## src/rtl/ppcd_pkg.sv

```systemverilog
`default_nettype none

package ppcd_pkg;

    // mnemonic numbers, dense, 0 means not recognized
    localparam logic [6:0] MN_NONE      = 7'd0;
    localparam logic [6:0] MN_CMP       = 7'd1;
    localparam logic [6:0] MN_TW        = 7'd2;
    localparam logic [6:0] MN_SUBFC     = 7'd3;
    localparam logic [6:0] MN_MULHDU    = 7'd4;
    localparam logic [6:0] MN_ADDC      = 7'd5;
    localparam logic [6:0] MN_MULHWU    = 7'd6;
    localparam logic [6:0] MN_MFCR      = 7'd7;
    localparam logic [6:0] MN_MFOCRF    = 7'd8;
    localparam logic [6:0] MN_LWARX     = 7'd9;
    localparam logic [6:0] MN_LDX       = 7'd10;
    localparam logic [6:0] MN_LWZX      = 7'd11;
    localparam logic [6:0] MN_SLW       = 7'd12;
    localparam logic [6:0] MN_CNTLZW    = 7'd13;
    localparam logic [6:0] MN_SLD       = 7'd14;
    localparam logic [6:0] MN_AND       = 7'd15;
    localparam logic [6:0] MN_CMPL      = 7'd16;
    localparam logic [6:0] MN_SUBF      = 7'd17;
    localparam logic [6:0] MN_LWZUX     = 7'd18;
    localparam logic [6:0] MN_MULHD     = 7'd19;
    localparam logic [6:0] MN_MULHW     = 7'd20;
    localparam logic [6:0] MN_MFMSR     = 7'd21;
    localparam logic [6:0] MN_NEG       = 7'd22;
    localparam logic [6:0] MN_SUBFE     = 7'd23;
    localparam logic [6:0] MN_ADDE      = 7'd24;
    localparam logic [6:0] MN_MTMSR     = 7'd25;
    localparam logic [6:0] MN_SUBFZE    = 7'd26;
    localparam logic [6:0] MN_ADDZE     = 7'd27;
    localparam logic [6:0] MN_SUBFME    = 7'd28;
    localparam logic [6:0] MN_MULLD     = 7'd29;
    localparam logic [6:0] MN_ADDME     = 7'd30;
    localparam logic [6:0] MN_MULLW     = 7'd31;
    localparam logic [6:0] MN_ADD       = 7'd32;
    localparam logic [6:0] MN_MFXER     = 7'd33;
    localparam logic [6:0] MN_MFLR      = 7'd34;
    localparam logic [6:0] MN_MFCTR     = 7'd35;
    localparam logic [6:0] MN_MFSPR     = 7'd36;
    localparam logic [6:0] MN_MR        = 7'd37;
    localparam logic [6:0] MN_OR        = 7'd38;
    localparam logic [6:0] MN_DIVDU     = 7'd39;
    localparam logic [6:0] MN_DIVWU     = 7'd40;
    localparam logic [6:0] MN_MTXER     = 7'd41;
    localparam logic [6:0] MN_MTLR      = 7'd42;
    localparam logic [6:0] MN_MTCTR     = 7'd43;
    localparam logic [6:0] MN_MTSPR     = 7'd44;
    localparam logic [6:0] MN_DIVD      = 7'd45;
    localparam logic [6:0] MN_DIVW      = 7'd46;
    localparam logic [6:0] MN_SRAW      = 7'd47;
    localparam logic [6:0] MN_SRAD      = 7'd48;
    localparam logic [6:0] MN_SRAWI     = 7'd49;
    localparam logic [6:0] MN_EXTSH     = 7'd50;
    localparam logic [6:0] MN_EXTSB     = 7'd51;
    localparam logic [6:0] MN_EXTSW     = 7'd52;
    localparam logic [6:0] MN_MCRF      = 7'd53;
    localparam logic [6:0] MN_RFID      = 7'd54;
    localparam logic [6:0] MN_ISYNC     = 7'd55;
    localparam logic [6:0] MN_HRFID     = 7'd56;
    localparam logic [6:0] MN_BCLR      = 7'd57;
    localparam logic [6:0] MN_BCCTR     = 7'd58;
    localparam logic [6:0] MN_CRNOR     = 7'd59;
    localparam logic [6:0] MN_CRANDC    = 7'd60;
    localparam logic [6:0] MN_CRXOR     = 7'd61;
    localparam logic [6:0] MN_CRNAND    = 7'd62;
    localparam logic [6:0] MN_CRAND     = 7'd63;
    localparam logic [6:0] MN_CREQV     = 7'd64;
    localparam logic [6:0] MN_CRORC     = 7'd65;
    localparam logic [6:0] MN_CROR      = 7'd66;
    localparam logic [6:0] MN_TDI       = 7'd67;
    localparam logic [6:0] MN_TWI       = 7'd68;
    localparam logic [6:0] MN_MULLI     = 7'd69;
    localparam logic [6:0] MN_SUBFIC    = 7'd70;
    localparam logic [6:0] MN_CMPLI     = 7'd71;
    localparam logic [6:0] MN_CMPI      = 7'd72;
    localparam logic [6:0] MN_ADDIC     = 7'd73;
    localparam logic [6:0] MN_ADDIC_RC  = 7'd74;
    localparam logic [6:0] MN_ADDI      = 7'd75;
    localparam logic [6:0] MN_ADDIS     = 7'd76;
    localparam logic [6:0] MN_BC        = 7'd77;
    localparam logic [6:0] MN_B         = 7'd78;
    localparam logic [6:0] MN_RLWIMI    = 7'd79;
    localparam logic [6:0] MN_RLWINM    = 7'd80;
    localparam logic [6:0] MN_RLWNM     = 7'd81;
    localparam logic [6:0] MN_ORI       = 7'd82;
    localparam logic [6:0] MN_ORIS      = 7'd83;
    localparam logic [6:0] MN_XORI      = 7'd84;
    localparam logic [6:0] MN_XORIS     = 7'd85;
    localparam logic [6:0] MN_ANDI_RC   = 7'd86;
    localparam logic [6:0] MN_ANDIS_RC  = 7'd87;
    localparam logic [6:0] MN_LWZ       = 7'd88;
    localparam logic [6:0] MN_LWZU      = 7'd89;
    localparam logic [6:0] MN_LBZ       = 7'd90;
    localparam logic [6:0] MN_LBZU      = 7'd91;
    localparam logic [6:0] MN_STW       = 7'd92;
    localparam logic [6:0] MN_STWU      = 7'd93;
    localparam logic [6:0] MN_STB       = 7'd94;
    localparam logic [6:0] MN_STBU      = 7'd95;
    localparam logic [6:0] MN_LHZ       = 7'd96;
    localparam logic [6:0] MN_LHZU      = 7'd97;
    localparam logic [6:0] MN_LHA       = 7'd98;
    localparam logic [6:0] MN_LHAU      = 7'd99;
    localparam logic [6:0] MN_STH       = 7'd100;
    localparam logic [6:0] MN_STHU      = 7'd101;
    localparam logic [6:0] MN_LMW       = 7'd102;
    localparam logic [6:0] MN_STMW      = 7'd103;
    localparam logic [6:0] MN_LFS       = 7'd104;
    localparam logic [6:0] MN_LFSU      = 7'd105;
    localparam logic [6:0] MN_LFD       = 7'd106;
    localparam logic [6:0] MN_LFDU      = 7'd107;
    localparam logic [6:0] MN_STFS      = 7'd108;
    localparam logic [6:0] MN_STFSU     = 7'd109;
    localparam logic [6:0] MN_STFD      = 7'd110;
    localparam logic [6:0] MN_STFDU     = 7'd111;
    localparam logic [6:0] MN_LD        = 7'd112;
    localparam logic [6:0] MN_LDU       = 7'd113;
    localparam logic [6:0] MN_LWA       = 7'd114;
    localparam logic [6:0] MN_STD       = 7'd115;
    localparam logic [6:0] MN_STDU      = 7'd116;

    // primary opcodes
    localparam logic [5:0] OP_TDI      = 6'd2;
    localparam logic [5:0] OP_TWI      = 6'd3;
    localparam logic [5:0] OP_MULLI    = 6'd7;
    localparam logic [5:0] OP_SUBFIC   = 6'd8;
    localparam logic [5:0] OP_CMPLI    = 6'd10;
    localparam logic [5:0] OP_CMPI     = 6'd11;
    localparam logic [5:0] OP_ADDIC    = 6'd12;
    localparam logic [5:0] OP_ADDIC_RC = 6'd13;
    localparam logic [5:0] OP_ADDI     = 6'd14;
    localparam logic [5:0] OP_ADDIS    = 6'd15;
    localparam logic [5:0] OP_BC       = 6'd16;
    localparam logic [5:0] OP_B        = 6'd18;
    localparam logic [5:0] OP_GRP19    = 6'd19;
    localparam logic [5:0] OP_RLWIMI   = 6'd20;
    localparam logic [5:0] OP_RLWINM   = 6'd21;
    localparam logic [5:0] OP_RLWNM    = 6'd23;
    localparam logic [5:0] OP_ORI      = 6'd24;
    localparam logic [5:0] OP_ORIS     = 6'd25;
    localparam logic [5:0] OP_XORI     = 6'd26;
    localparam logic [5:0] OP_XORIS    = 6'd27;
    localparam logic [5:0] OP_ANDI_RC  = 6'd28;
    localparam logic [5:0] OP_ANDIS_RC = 6'd29;
    localparam logic [5:0] OP_GRP31    = 6'd31;
    localparam logic [5:0] OP_LWZ      = 6'd32;
    localparam logic [5:0] OP_LWZU     = 6'd33;
    localparam logic [5:0] OP_LBZ      = 6'd34;
    localparam logic [5:0] OP_LBZU     = 6'd35;
    localparam logic [5:0] OP_STW      = 6'd36;
    localparam logic [5:0] OP_STWU     = 6'd37;
    localparam logic [5:0] OP_STB      = 6'd38;
    localparam logic [5:0] OP_STBU     = 6'd39;
    localparam logic [5:0] OP_LHZ      = 6'd40;
    localparam logic [5:0] OP_LHZU     = 6'd41;
    localparam logic [5:0] OP_LHA      = 6'd42;
    localparam logic [5:0] OP_LHAU     = 6'd43;
    localparam logic [5:0] OP_STH      = 6'd44;
    localparam logic [5:0] OP_STHU     = 6'd45;
    localparam logic [5:0] OP_LMW      = 6'd46;
    localparam logic [5:0] OP_STMW     = 6'd47;
    localparam logic [5:0] OP_LFS      = 6'd48;
    localparam logic [5:0] OP_LFSU     = 6'd49;
    localparam logic [5:0] OP_LFD      = 6'd50;
    localparam logic [5:0] OP_LFDU     = 6'd51;
    localparam logic [5:0] OP_STFS     = 6'd52;
    localparam logic [5:0] OP_STFSU    = 6'd53;
    localparam logic [5:0] OP_STFD     = 6'd54;
    localparam logic [5:0] OP_STFDU    = 6'd55;
    localparam logic [5:0] OP_DS_LOAD  = 6'd58;
    localparam logic [5:0] OP_DS_STORE = 6'd62;

    // extended opcodes under primary 19
    localparam logic [9:0] XO19_MCRF   = 10'd0;
    localparam logic [9:0] XO19_BCLR   = 10'd16;
    localparam logic [9:0] XO19_RFID   = 10'd18;
    localparam logic [9:0] XO19_CRNOR  = 10'd33;
    localparam logic [9:0] XO19_CRANDC = 10'd129;
    localparam logic [9:0] XO19_ISYNC  = 10'd150;
    localparam logic [9:0] XO19_CRXOR  = 10'd193;
    localparam logic [9:0] XO19_CRNAND = 10'd225;
    localparam logic [9:0] XO19_CRAND  = 10'd257;
    localparam logic [9:0] XO19_HRFID  = 10'd274;
    localparam logic [9:0] XO19_CREQV  = 10'd289;
    localparam logic [9:0] XO19_CRORC  = 10'd417;
    localparam logic [9:0] XO19_CROR   = 10'd449;
    localparam logic [9:0] XO19_BCCTR  = 10'd528;

    // extended opcodes under primary 31, full 10-bit field
    localparam logic [9:0] XO31_CMP    = 10'd0;
    localparam logic [9:0] XO31_TW     = 10'd4;
    localparam logic [9:0] XO31_MULHDU = 10'd9;
    localparam logic [9:0] XO31_MULHWU = 10'd11;
    localparam logic [9:0] XO31_MFCR   = 10'd19;
    localparam logic [9:0] XO31_LWARX  = 10'd20;
    localparam logic [9:0] XO31_LDX    = 10'd21;
    localparam logic [9:0] XO31_LWZX   = 10'd23;
    localparam logic [9:0] XO31_SLW    = 10'd24;
    localparam logic [9:0] XO31_CNTLZW = 10'd26;
    localparam logic [9:0] XO31_SLD    = 10'd27;
    localparam logic [9:0] XO31_AND    = 10'd28;
    localparam logic [9:0] XO31_CMPL   = 10'd32;
    localparam logic [9:0] XO31_LWZUX  = 10'd55;
    localparam logic [9:0] XO31_MULHD  = 10'd73;
    localparam logic [9:0] XO31_MULHW  = 10'd75;
    localparam logic [9:0] XO31_MFMSR  = 10'd83;
    localparam logic [9:0] XO31_MTMSR  = 10'd146;
    localparam logic [9:0] XO31_MFSPR  = 10'd339;
    localparam logic [9:0] XO31_OR     = 10'd444;
    localparam logic [9:0] XO31_MTSPR  = 10'd467;
    localparam logic [9:0] XO31_SRAW   = 10'd792;
    localparam logic [9:0] XO31_SRAD   = 10'd794;
    localparam logic [9:0] XO31_SRAWI  = 10'd824;
    localparam logic [9:0] XO31_EXTSH  = 10'd922;
    localparam logic [9:0] XO31_EXTSB  = 10'd954;
    localparam logic [9:0] XO31_EXTSW  = 10'd986;

    // xo-form arithmetic under primary 31, 9-bit field without oe
    localparam logic [8:0] XOA_SUBFC  = 9'd8;
    localparam logic [8:0] XOA_ADDC   = 9'd10;
    localparam logic [8:0] XOA_SUBF   = 9'd40;
    localparam logic [8:0] XOA_NEG    = 9'd104;
    localparam logic [8:0] XOA_SUBFE  = 9'd136;
    localparam logic [8:0] XOA_ADDE   = 9'd138;
    localparam logic [8:0] XOA_SUBFZE = 9'd200;
    localparam logic [8:0] XOA_ADDZE  = 9'd202;
    localparam logic [8:0] XOA_SUBFME = 9'd232;
    localparam logic [8:0] XOA_MULLD  = 9'd233;
    localparam logic [8:0] XOA_ADDME  = 9'd234;
    localparam logic [8:0] XOA_MULLW  = 9'd235;
    localparam logic [8:0] XOA_ADD    = 9'd266;
    localparam logic [8:0] XOA_DIVDU  = 9'd457;
    localparam logic [8:0] XOA_DIVWU  = 9'd459;
    localparam logic [8:0] XOA_DIVD   = 9'd489;
    localparam logic [8:0] XOA_DIVW   = 9'd491;

    // spr numbers that have alias mnemonics
    localparam logic [9:0] SPR_XER = 10'd1;
    localparam logic [9:0] SPR_LR  = 10'd8;
    localparam logic [9:0] SPR_CTR = 10'd9;

    // suffix flag positions
    localparam int unsigned SUF_O   = 0;
    localparam int unsigned SUF_DOT = 1;
    localparam int unsigned SUF_L   = 2;
    localparam int unsigned SUF_A   = 3;

    // decoded fields carried down the pipe
    typedef struct packed {
        logic [6:0]  mnemonic;
        logic [24:0] reg_fields;
        logic [15:0] immediate;
        logic [9:0]  special_reg;
        logic [3:0]  suffix_bits;
        logic        is_branch;
        logic        absolute;
    } ppcd_dec_t;

endpackage

`default_nettype wire

```

## src/rtl/powerpc_instruction_decoder_top.sv

```systemverilog
`default_nettype none

// channel   | signals                                  | transaction
// ----------+------------------------------------------+------------------------------
// command   | start, busy, instr_word, pc              | start high while busy low
// result    | done, recognized, mnemonic, reg_one..    | done high for one cycle
//           | reg_five, immediate, special_reg,        |
//           | suffix_bits, branch_target               |
//
// one instruction per cycle; each command passes through registered stages 1 to 3 in order:
// stage 1 decodes the word, stage 2 adds the low 32 bits of the branch target,
// stage 3 adds the high 32 bits with the carry and drives the result ports
// busy is always low: the pipe never stalls and results cannot be held off
// rst_n clears the valid bits only; payload registers carry no reset
module powerpc_instruction_decoder_top
    import ppcd_pkg::*;
(
    input  wire logic        clk,
    input  wire logic        rst_n,
    input  wire logic        start,
    output logic             busy,
    input  wire logic [31:0] instr_word,
    input  wire logic [63:0] pc,
    output logic             done,
    output logic             recognized,
    output logic [6:0]       mnemonic,
    output logic [4:0]       reg_one,
    output logic [4:0]       reg_two,
    output logic [4:0]       reg_three,
    output logic [4:0]       reg_four,
    output logic [4:0]       reg_five,
    output logic [15:0]      immediate,
    output logic [9:0]       special_reg,
    output logic [3:0]       suffix_bits,
    output logic [63:0]      branch_target
);

    // ---------------------------------------------------------------
    // stage 1: classify the instruction word
    // ---------------------------------------------------------------
    logic [5:0]  op;
    logic [9:0]  xo;
    logic [4:0]  rd;
    logic [4:0]  ra;
    logic [4:0]  rb;
    logic [9:0]  spr_num;
    logic        xo_hit;
    logic [63:0] disp;
    ppcd_dec_t   dec;

    assign op      = instr_word[31:26];
    assign xo      = instr_word[10:1];
    assign rd      = instr_word[25:21];
    assign ra      = instr_word[20:16];
    assign rb      = instr_word[15:11];
    // spr field has its two halves swapped in the encoding
    assign spr_num = {rb, ra};

    always_comb
    begin
        dec             = '0;
        dec.immediate   = instr_word[15:0];
        dec.reg_fields  = instr_word[25:1];
        disp            = '0;
        xo_hit          = 1'b0;
        case (op)
            OP_CMPLI:
            begin
                if (!instr_word[22])
                begin
                    dec.mnemonic = MN_CMPLI;
                end
            end
            OP_CMPI:
            begin
                if (!instr_word[22])
                begin
                    dec.mnemonic = MN_CMPI;
                end
            end
            OP_BC:
            begin
                dec.mnemonic           = MN_BC;
                dec.is_branch          = 1'b1;
                dec.absolute           = instr_word[1];
                dec.suffix_bits[SUF_A] = instr_word[1];
                dec.suffix_bits[SUF_L] = instr_word[0];
                disp = {{48{instr_word[15]}}, instr_word[15:2], 2'b00};
            end
            OP_B:
            begin
                dec.mnemonic           = MN_B;
                dec.is_branch          = 1'b1;
                dec.absolute           = instr_word[1];
                dec.suffix_bits[SUF_A] = instr_word[1];
                dec.suffix_bits[SUF_L] = instr_word[0];
                disp = {{38{instr_word[25]}}, instr_word[25:2], 2'b00};
            end
            OP_GRP19:
            begin
                case (xo)
                    XO19_MCRF:   dec.mnemonic = MN_MCRF;
                    XO19_RFID:   dec.mnemonic = MN_RFID;
                    XO19_ISYNC:  dec.mnemonic = MN_ISYNC;
                    XO19_HRFID:  dec.mnemonic = MN_HRFID;
                    XO19_BCLR:
                    begin
                        dec.mnemonic           = MN_BCLR;
                        dec.suffix_bits[SUF_L] = instr_word[0];
                    end
                    XO19_BCCTR:
                    begin
                        dec.mnemonic           = MN_BCCTR;
                        dec.suffix_bits[SUF_L] = instr_word[0];
                    end
                    XO19_CRNOR:  dec.mnemonic = MN_CRNOR;
                    XO19_CRANDC: dec.mnemonic = MN_CRANDC;
                    XO19_CRXOR:  dec.mnemonic = MN_CRXOR;
                    XO19_CRNAND: dec.mnemonic = MN_CRNAND;
                    XO19_CRAND:  dec.mnemonic = MN_CRAND;
                    XO19_CREQV:  dec.mnemonic = MN_CREQV;
                    XO19_CRORC:  dec.mnemonic = MN_CRORC;
                    XO19_CROR:   dec.mnemonic = MN_CROR;
                    default:     dec.mnemonic = MN_NONE;
                endcase
            end
            OP_GRP31:
            begin
                xo_hit = 1'b1;
                case (xo)
                    XO31_CMP:    dec.mnemonic = MN_CMP;
                    XO31_TW:     dec.mnemonic = MN_TW;
                    XO31_MULHDU: dec.mnemonic = MN_MULHDU;
                    XO31_MULHWU: dec.mnemonic = MN_MULHWU;
                    XO31_MULHD:  dec.mnemonic = MN_MULHD;
                    XO31_MULHW:  dec.mnemonic = MN_MULHW;
                    XO31_MFCR:
                    begin
                        // bit 11 of the encoding picks the one-field form
                        if (instr_word[20])
                        begin
                            dec.mnemonic    = MN_MFOCRF;
                            dec.special_reg = {2'b00, instr_word[19:12]};
                        end
                        else
                        begin
                            dec.mnemonic = MN_MFCR;
                        end
                    end
                    XO31_LWARX:  dec.mnemonic = MN_LWARX;
                    XO31_LDX:    dec.mnemonic = MN_LDX;
                    XO31_LWZX:   dec.mnemonic = MN_LWZX;
                    XO31_LWZUX:
                    begin
                        if (ra != 5'd0 && ra != rd)
                        begin
                            dec.mnemonic = MN_LWZUX;
                        end
                    end
                    XO31_SLW:    dec.mnemonic = MN_SLW;
                    XO31_CNTLZW: dec.mnemonic = MN_CNTLZW;
                    XO31_SLD:    dec.mnemonic = MN_SLD;
                    XO31_AND:    dec.mnemonic = MN_AND;
                    XO31_CMPL:   dec.mnemonic = MN_CMPL;
                    XO31_MFMSR:  dec.mnemonic = MN_MFMSR;
                    XO31_MTMSR:  dec.mnemonic = MN_MTMSR;
                    XO31_MFSPR:
                    begin
                        dec.special_reg = spr_num;
                        dec.mnemonic    = (spr_num == SPR_XER) ? MN_MFXER :
                                          (spr_num == SPR_LR)  ? MN_MFLR  :
                                          (spr_num == SPR_CTR) ? MN_MFCTR : MN_MFSPR;
                    end
                    XO31_MTSPR:
                    begin
                        dec.special_reg = spr_num;
                        dec.mnemonic    = (spr_num == SPR_XER) ? MN_MTXER :
                                          (spr_num == SPR_LR)  ? MN_MTLR  :
                                          (spr_num == SPR_CTR) ? MN_MTCTR : MN_MTSPR;
                    end
                    XO31_OR:     dec.mnemonic = (rd == rb) ? MN_MR : MN_OR;
                    XO31_SRAW:   dec.mnemonic = MN_SRAW;
                    XO31_SRAD:   dec.mnemonic = MN_SRAD;
                    XO31_SRAWI:  dec.mnemonic = MN_SRAWI;
                    XO31_EXTSH:  dec.mnemonic = MN_EXTSH;
                    XO31_EXTSB:  dec.mnemonic = MN_EXTSB;
                    XO31_EXTSW:  dec.mnemonic = MN_EXTSW;
                    default:     xo_hit       = 1'b0;
                endcase
                // record flag for the shift, logic and multiply-high group
                case (xo)
                    XO31_MULHDU, XO31_MULHWU, XO31_MULHD, XO31_MULHW,
                    XO31_SLW, XO31_CNTLZW, XO31_SLD, XO31_AND,
                    XO31_SRAW, XO31_SRAD, XO31_SRAWI,
                    XO31_EXTSH, XO31_EXTSB, XO31_EXTSW:
                        dec.suffix_bits[SUF_DOT] = instr_word[0];
                    default:
                        dec.suffix_bits[SUF_DOT] = 1'b0;
                endcase
                // xo-form arithmetic ignores the oe bit in the match
                if (!xo_hit)
                begin
                    case (xo[8:0])
                        XOA_SUBFC:  dec.mnemonic = MN_SUBFC;
                        XOA_ADDC:   dec.mnemonic = MN_ADDC;
                        XOA_SUBF:   dec.mnemonic = MN_SUBF;
                        XOA_NEG:    dec.mnemonic = MN_NEG;
                        XOA_SUBFE:  dec.mnemonic = MN_SUBFE;
                        XOA_ADDE:   dec.mnemonic = MN_ADDE;
                        XOA_SUBFZE: dec.mnemonic = MN_SUBFZE;
                        XOA_ADDZE:  dec.mnemonic = MN_ADDZE;
                        XOA_SUBFME: dec.mnemonic = MN_SUBFME;
                        XOA_MULLD:  dec.mnemonic = MN_MULLD;
                        XOA_ADDME:  dec.mnemonic = MN_ADDME;
                        XOA_MULLW:  dec.mnemonic = MN_MULLW;
                        XOA_ADD:    dec.mnemonic = MN_ADD;
                        XOA_DIVDU:  dec.mnemonic = MN_DIVDU;
                        XOA_DIVWU:  dec.mnemonic = MN_DIVWU;
                        XOA_DIVD:   dec.mnemonic = MN_DIVD;
                        XOA_DIVW:   dec.mnemonic = MN_DIVW;
                        default:    dec.mnemonic = MN_NONE;
                    endcase
                    if (dec.mnemonic != MN_NONE)
                    begin
                        dec.suffix_bits[SUF_DOT] = instr_word[0];
                        dec.suffix_bits[SUF_O]   = instr_word[10];
                    end
                end
            end
            OP_DS_LOAD:
            begin
                dec.immediate = {instr_word[15:2], 2'b00};
                case (instr_word[1:0])
                    2'd0:    dec.mnemonic = MN_LD;
                    2'd1:    dec.mnemonic = (ra != 5'd0 && ra != rd) ? MN_LDU : MN_NONE;
                    2'd2:    dec.mnemonic = MN_LWA;
                    default: dec.mnemonic = MN_NONE;
                endcase
            end
            OP_DS_STORE:
            begin
                dec.immediate = {instr_word[15:2], 2'b00};
                case (instr_word[1:0])
                    2'd0:    dec.mnemonic = MN_STD;
                    2'd1:    dec.mnemonic = (ra != 5'd0) ? MN_STDU : MN_NONE;
                    default: dec.mnemonic = MN_NONE;
                endcase
            end
            // load updates: base must be nonzero and differ from the target
            OP_LWZU: dec.mnemonic = (ra != 5'd0 && ra != rd) ? MN_LWZU : MN_NONE;
            OP_LBZU: dec.mnemonic = (ra != 5'd0 && ra != rd) ? MN_LBZU : MN_NONE;
            OP_LHZU: dec.mnemonic = (ra != 5'd0 && ra != rd) ? MN_LHZU : MN_NONE;
            OP_LHAU: dec.mnemonic = (ra != 5'd0 && ra != rd) ? MN_LHAU : MN_NONE;
            // store and float updates: base must be nonzero
            OP_STWU:  dec.mnemonic = (ra != 5'd0) ? MN_STWU  : MN_NONE;
            OP_STBU:  dec.mnemonic = (ra != 5'd0) ? MN_STBU  : MN_NONE;
            OP_STHU:  dec.mnemonic = (ra != 5'd0) ? MN_STHU  : MN_NONE;
            OP_LFSU:  dec.mnemonic = (ra != 5'd0) ? MN_LFSU  : MN_NONE;
            OP_LFDU:  dec.mnemonic = (ra != 5'd0) ? MN_LFDU  : MN_NONE;
            OP_STFSU: dec.mnemonic = (ra != 5'd0) ? MN_STFSU : MN_NONE;
            OP_STFDU: dec.mnemonic = (ra != 5'd0) ? MN_STFDU : MN_NONE;
            OP_LMW:   dec.mnemonic = (ra < rd) ? MN_LMW : MN_NONE;
            OP_RLWIMI:
            begin
                dec.mnemonic             = MN_RLWIMI;
                dec.suffix_bits[SUF_DOT] = instr_word[0];
            end
            OP_RLWINM:
            begin
                dec.mnemonic             = MN_RLWINM;
                dec.suffix_bits[SUF_DOT] = instr_word[0];
            end
            OP_RLWNM:
            begin
                dec.mnemonic             = MN_RLWNM;
                dec.suffix_bits[SUF_DOT] = instr_word[0];
            end
            OP_TDI:      dec.mnemonic = MN_TDI;
            OP_TWI:      dec.mnemonic = MN_TWI;
            OP_MULLI:    dec.mnemonic = MN_MULLI;
            OP_SUBFIC:   dec.mnemonic = MN_SUBFIC;
            OP_ADDIC:    dec.mnemonic = MN_ADDIC;
            OP_ADDIC_RC: dec.mnemonic = MN_ADDIC_RC;
            OP_ADDI:     dec.mnemonic = MN_ADDI;
            OP_ADDIS:    dec.mnemonic = MN_ADDIS;
            OP_ORI:      dec.mnemonic = MN_ORI;
            OP_ORIS:     dec.mnemonic = MN_ORIS;
            OP_XORI:     dec.mnemonic = MN_XORI;
            OP_XORIS:    dec.mnemonic = MN_XORIS;
            OP_ANDI_RC:  dec.mnemonic = MN_ANDI_RC;
            OP_ANDIS_RC: dec.mnemonic = MN_ANDIS_RC;
            OP_LWZ:      dec.mnemonic = MN_LWZ;
            OP_LBZ:      dec.mnemonic = MN_LBZ;
            OP_STW:      dec.mnemonic = MN_STW;
            OP_STB:      dec.mnemonic = MN_STB;
            OP_LHZ:      dec.mnemonic = MN_LHZ;
            OP_LHA:      dec.mnemonic = MN_LHA;
            OP_STH:      dec.mnemonic = MN_STH;
            OP_STMW:     dec.mnemonic = MN_STMW;
            OP_LFS:      dec.mnemonic = MN_LFS;
            OP_LFD:      dec.mnemonic = MN_LFD;
            OP_STFS:     dec.mnemonic = MN_STFS;
            OP_STFD:     dec.mnemonic = MN_STFD;
            default:     dec.mnemonic = MN_NONE;
        endcase
    end

    // an unrecognized word reports all fields as zero
    ppcd_dec_t   s1_dec_next;
    logic [63:0] s1_disp_next;
    logic [63:0] s1_pc_next;

    always_comb
    begin
        if (dec.mnemonic == MN_NONE)
        begin
            s1_dec_next  = '0;
            s1_disp_next = '0;
            s1_pc_next   = '0;
        end
        else
        begin
            s1_dec_next  = dec;
            s1_disp_next = disp;
            s1_pc_next   = pc;
        end
    end

    logic        s1_valid_reg;
    ppcd_dec_t   s1_dec_reg;
    logic [63:0] s1_disp_reg;
    logic [63:0] s1_pc_reg;

    // ---------------------------------------------------------------
    // stage 2: low half of pc plus displacement
    // ---------------------------------------------------------------
    logic [32:0] lo_sum_next;

    assign lo_sum_next = {1'b0, s1_pc_reg[31:0]} + {1'b0, s1_disp_reg[31:0]};

    logic        s2_valid_reg;
    ppcd_dec_t   s2_dec_reg;
    logic [31:0] s2_lo_sum_reg;
    logic        s2_carry_reg;
    logic [31:0] s2_pc_hi_reg;
    logic [63:0] s2_disp_reg;

    // ---------------------------------------------------------------
    // stage 3: high half with carry, pick absolute or relative target
    // ---------------------------------------------------------------
    logic [31:0] hi_sum;
    logic [63:0] target_next;

    assign hi_sum = s2_pc_hi_reg + s2_disp_reg[63:32] + {31'd0, s2_carry_reg};

    always_comb
    begin
        if (!s2_dec_reg.is_branch)
        begin
            target_next = '0;
        end
        else if (s2_dec_reg.absolute)
        begin
            target_next = s2_disp_reg;
        end
        else
        begin
            target_next = {hi_sum, s2_lo_sum_reg};
        end
    end

    logic        s3_valid_reg;
    ppcd_dec_t   s3_dec_reg;
    logic [63:0] s3_target_reg;

    // valid bits
    always_ff @(posedge clk or negedge rst_n)
    begin
        if (!rst_n)
        begin
            s1_valid_reg <= 1'b0;
            s2_valid_reg <= 1'b0;
            s3_valid_reg <= 1'b0;
        end
        else
        begin
            s1_valid_reg <= start && !busy;
            s2_valid_reg <= s1_valid_reg;
            s3_valid_reg <= s2_valid_reg;
        end
    end

    // payload
    always_ff @(posedge clk)
    begin
        s1_dec_reg    <= s1_dec_next;
        s1_disp_reg   <= s1_disp_next;
        s1_pc_reg     <= s1_pc_next;
        s2_dec_reg    <= s1_dec_reg;
        s2_lo_sum_reg <= lo_sum_next[31:0];
        s2_carry_reg  <= lo_sum_next[32];
        s2_pc_hi_reg  <= s1_pc_reg[63:32];
        s2_disp_reg   <= s1_disp_reg;
        s3_dec_reg    <= s2_dec_reg;
        s3_target_reg <= target_next;
    end

    // result ports
    assign busy          = 1'b0;
    assign done          = s3_valid_reg;
    assign recognized    = (s3_dec_reg.mnemonic != MN_NONE);
    assign mnemonic      = s3_dec_reg.mnemonic;
    assign reg_one       = s3_dec_reg.reg_fields[24:20];
    assign reg_two       = s3_dec_reg.reg_fields[19:15];
    assign reg_three     = s3_dec_reg.reg_fields[14:10];
    assign reg_four      = s3_dec_reg.reg_fields[9:5];
    assign reg_five      = s3_dec_reg.reg_fields[4:0];
    assign immediate     = s3_dec_reg.immediate;
    assign special_reg   = s3_dec_reg.special_reg;
    assign suffix_bits   = s3_dec_reg.suffix_bits;
    assign branch_target = s3_target_reg;

endmodule

`default_nettype wire

```

## config.mk

```make
export PLATFORM = sky130hd
export DESIGN_NAME = powerpc_instruction_decoder_top
export DESIGN_NICKNAME = d
export VERILOG_FILES = /design/src/rtl/ppcd_pkg.sv /design/src/rtl/powerpc_instruction_decoder_top.sv
export SDC_FILE = /design/constraint.sdc
export NUM_CORES = 1
export LEC_CHECK = 0
export BUFFER_PORTS_ARGS = -buffer_cell sky130_fd_sc_hd__buf_2
export CORE_MARGIN = 3
export CORE_UTILIZATION = 50
export CTS_CLUSTER_SIZE = 16
export DETAILED_ROUTE_END_ITERATION = 8
export GPL_TIMING_DRIVEN = 0
export PLACE_DENSITY = 0.73
export SLEW_MARGIN = 15
export SYNTH_ARGS = -nofsm -noshare
export SYNTH_HDL_FRONTEND = slang
export SYNTH_SLANG_ARGS = --single-unit
```

## constraint.sdc

```tcl
create_clock -name clk -period 7.5 [get_ports clk]
set_input_delay 0.75 -clock clk [delete_from_list [all_inputs] [get_ports clk]]
set_output_delay 0.75 -clock clk [all_outputs]
set_load 0.02 [all_outputs]
```

==> out/metrics.cfg <==
[logic_synthesis]
synth_edf_count=0
syn_area_um2=14800
synth_cell_types=73
syn_area_per_cell_um2=10.1
ys_ff_latch=390
synth_cells=1471
synth-async-reset-ratio_pct=0.769
yosysSeqAreaShare_pct=52.7
synth-warning-count=0
synth.net_count=1638
ys.flop_type=dfxtp_1

[sta]
finalClockSkew_ns=0.0207
rsz0062_at_grt=no
whs_ns=0.317
finalMaxSlewViolations=0
hold_viol=0
fin_setup_tns_ns=0
fmax_mhz=233
fin_crit_ns=4.30
setup_viol=0
worst_pin_slew_ns=1.12
slew-limit-headroom_pct=24.1
min_period_over_period_pct=57.3

[clock_network]
cts_root_buffer=clkbuf_16
cts_resized=0
cts-buffers-inserted=39
htree_levels=2
insertion_delay_ns=0.54
cts_tree=yes
cts.path.max_buffers=3
clk_pin_slew_ns=0.06
cts_sinks=390

[worst_setup_path]
critical_path_class=input port to register
cp.arrival_ns=4.72
reg2reg_depth=10
crit_start=instr_word[9]
critPathCapture=s1_dec_reg[14]
cp.required_ns=7.92
critPathCaptureType=register
startpoint_type=input port
reg2reg_to=branch_target[63]
cp_max_fo=10
r2r_setup_slack_ns=3.60
rr_startpoint=s2_disp_reg[62]

[power]
fin_total_pwr_mw=4.66
pwr_density_cell_nw_per_um2=262
peakVddDrop_v=0.000168
p_leak_nw=8.08

[floorplan]
start_util_pct=51.2
core_area_um2=29000
die_y_um=178
row_count=62
dieWidth_um=178
ios=228
die_area_um2=31800

[finish]
drive_gt1_share_pct=19.0
layout_common_cells=dfxtp_1 (386), buf_2 (226), and2_1 (97), a21oi_1 (76), nand2_1 (75)
final_common_cell=dfxtp_1
num-nets-final=1902
synthToLayoutAreaGrowth_pct=19.9

[route]
first_iter_violations=913
post_drt_wl_per_cell_um=18.5
dr.pass1.iters=5
num_vias=11603
vias_per_cell=5.39
routed_wl_um=39800
drcViolationCount=0
ant_nets=0

[status]
status=finished clean

[placed_design]
dpl.hpwl_um=29700
routabilityCongestion=0.920
portBuffers=222

[flow_run]
maxCapViolations=0

[global_route]
grt_pass1_wl_um=61100
overflow=0
antenna_found_initial=2
grt_usage_pct=24.4
grt_pass1_vias=11403
grt_max_degree=34

[worst_hold_path]
hold_path.class=register to register

==> layout make-up <==
class | count | area [µm²]
fillers | 2429 | 11200
flip-flops and latches | 390 | 7820
multi-input cells | 960 | 6460
repair buffers | 223 | 1120
clock buffers | 54 | 1110
well taps | 384 | 480
plain buffers | 83 | 448
clock inverters | 18 | 224
inverters | 38 | 143
diodes | 1 | 2.50
==> per-stage QoR <==
| stage | setup slack, ns | instance area, µm² | instances | utilization [%] |
|---|---|---|---|---|
| 2_1_floorplan | 3.88 | 14800 | 1471 | - |
| 3_3_place_gp | 2.55 | 16400 | 2077 | 56.7 |
| 3_5_place_dp | 2.80 | 16500 | 2077 | 56.7 |
| 4_1_cts | 3.35 | 17800 | 2150 | 61.4 |
| 5_1_grt | 3.12 | 17800 | 2151 | 61.4 |
| 6_report | 3.20 | 17800 | 2151 | 61.4 |
==> synthesized netlist by cell type (all sizes together) (5+ instances only) <==
master | count | area, µm²
dfxtp | 387 | 7750
and2 | 99 | 619
a21oi | 77 | 389
nand2 | 75 | 282
nor2 | 74 | 278
o21ai | 69 | 345
ha | 65 | 813
clkbuf | 52 | 195
nor2b | 46 | 288
a21o | 39 | 293
inv | 38 | 143
xnor2 | 38 | 333
and3 | 32 | 200
buf | 31 | 253
nor3 | 30 | 150
nand2b | 27 | 169
nand3 | 26 | 130
mux2i | 23 | 230
nor4 | 20 | 125
xor2 | 18 | 158
a31oi | 16 | 100
o21bai | 12 | 90.1
nand4 | 11 | 68.8
o211ai | 10 | 75.1
or3 | 10 | 62.6
a211oi | 9 | 67.6
a22o | 9 | 78.8
a2111oi | 6 | 52.6
a211o | 6 | 52.6
nor4b | 6 | 52.6
o21a | 6 | 45.0
a21boi | 5 | 37.5
nor3b | 5 | 37.5
o2111ai | 5 | 43.8
or4 | 5 | 37.5
==> worst max-delay path: stages <==
cell and delay, ns:
buf_2 0.14, clkbuf_1 0.45, buf_1 0.54, clkbuf_1 0.51, nor4_1 0.16, a311oi_1 0.50, o2111ai_1 0.27, a2111o_1 0.49
nor2_1 0.11, nand4bb_1 0.19, clkbuf_1 0.31, and4_1 0.29
==> per-layer routing <==
metal	part of all wire [%]	vias up	wire length, µm	GRT usage, %
li1	-	5692	-	-
met1	43	5373	17200	31.6
met2	47	441	18600	40.6
met3	6.6	97	2630	4.38
met4	3.4	0	1360	9.42
met5	0	-	0	0
==> where the power goes <==
group / switching, mW / internal [mW] / leakage (nW)
sequential: 0.0430 / 2.21 / 3.24
combinational: 0.270 / 0.182 / 4.19
clock: 0.798 / 1.16 / 0.648
==> timing repair <==
item	in CTS	in global routing
hold endpoints to repair	3	0
endpoints found under the setup margin	0	0
hold buffers	1	0
setup buffers	0	0
==> cells by family after synthesis <==
family | share of synthesized area [%]
AOI/OAI and AO/OA | 13.9
xor gates and xnor gates | 3.30
adders and majority gates | 5.88
buffers and inverters | 3.98
DFF | 52.7
muxes | 1.55
other | 0.0253
and+or+nand+nor | 18.7
==> how the worst min path moves through the flow <==
stage,slack (ns),start,cells after the start,endpoint
floorplan,0.31,s2_dec_reg[16],0,immediate[0]
global placement,0.31,s2_dec_reg[53],0,reg_one[1]
detailed placement,0.31,s2_dec_reg[10],0,special_reg[4]
CTS,0.29,start,1,s1_valid_reg
global route,0.29,start,1,s1_valid_reg
finish,0.32,s1_pc_reg[34],0,s2_pc_hi_reg[2]
Note: power is estimated with default switching activity, not from simulation.
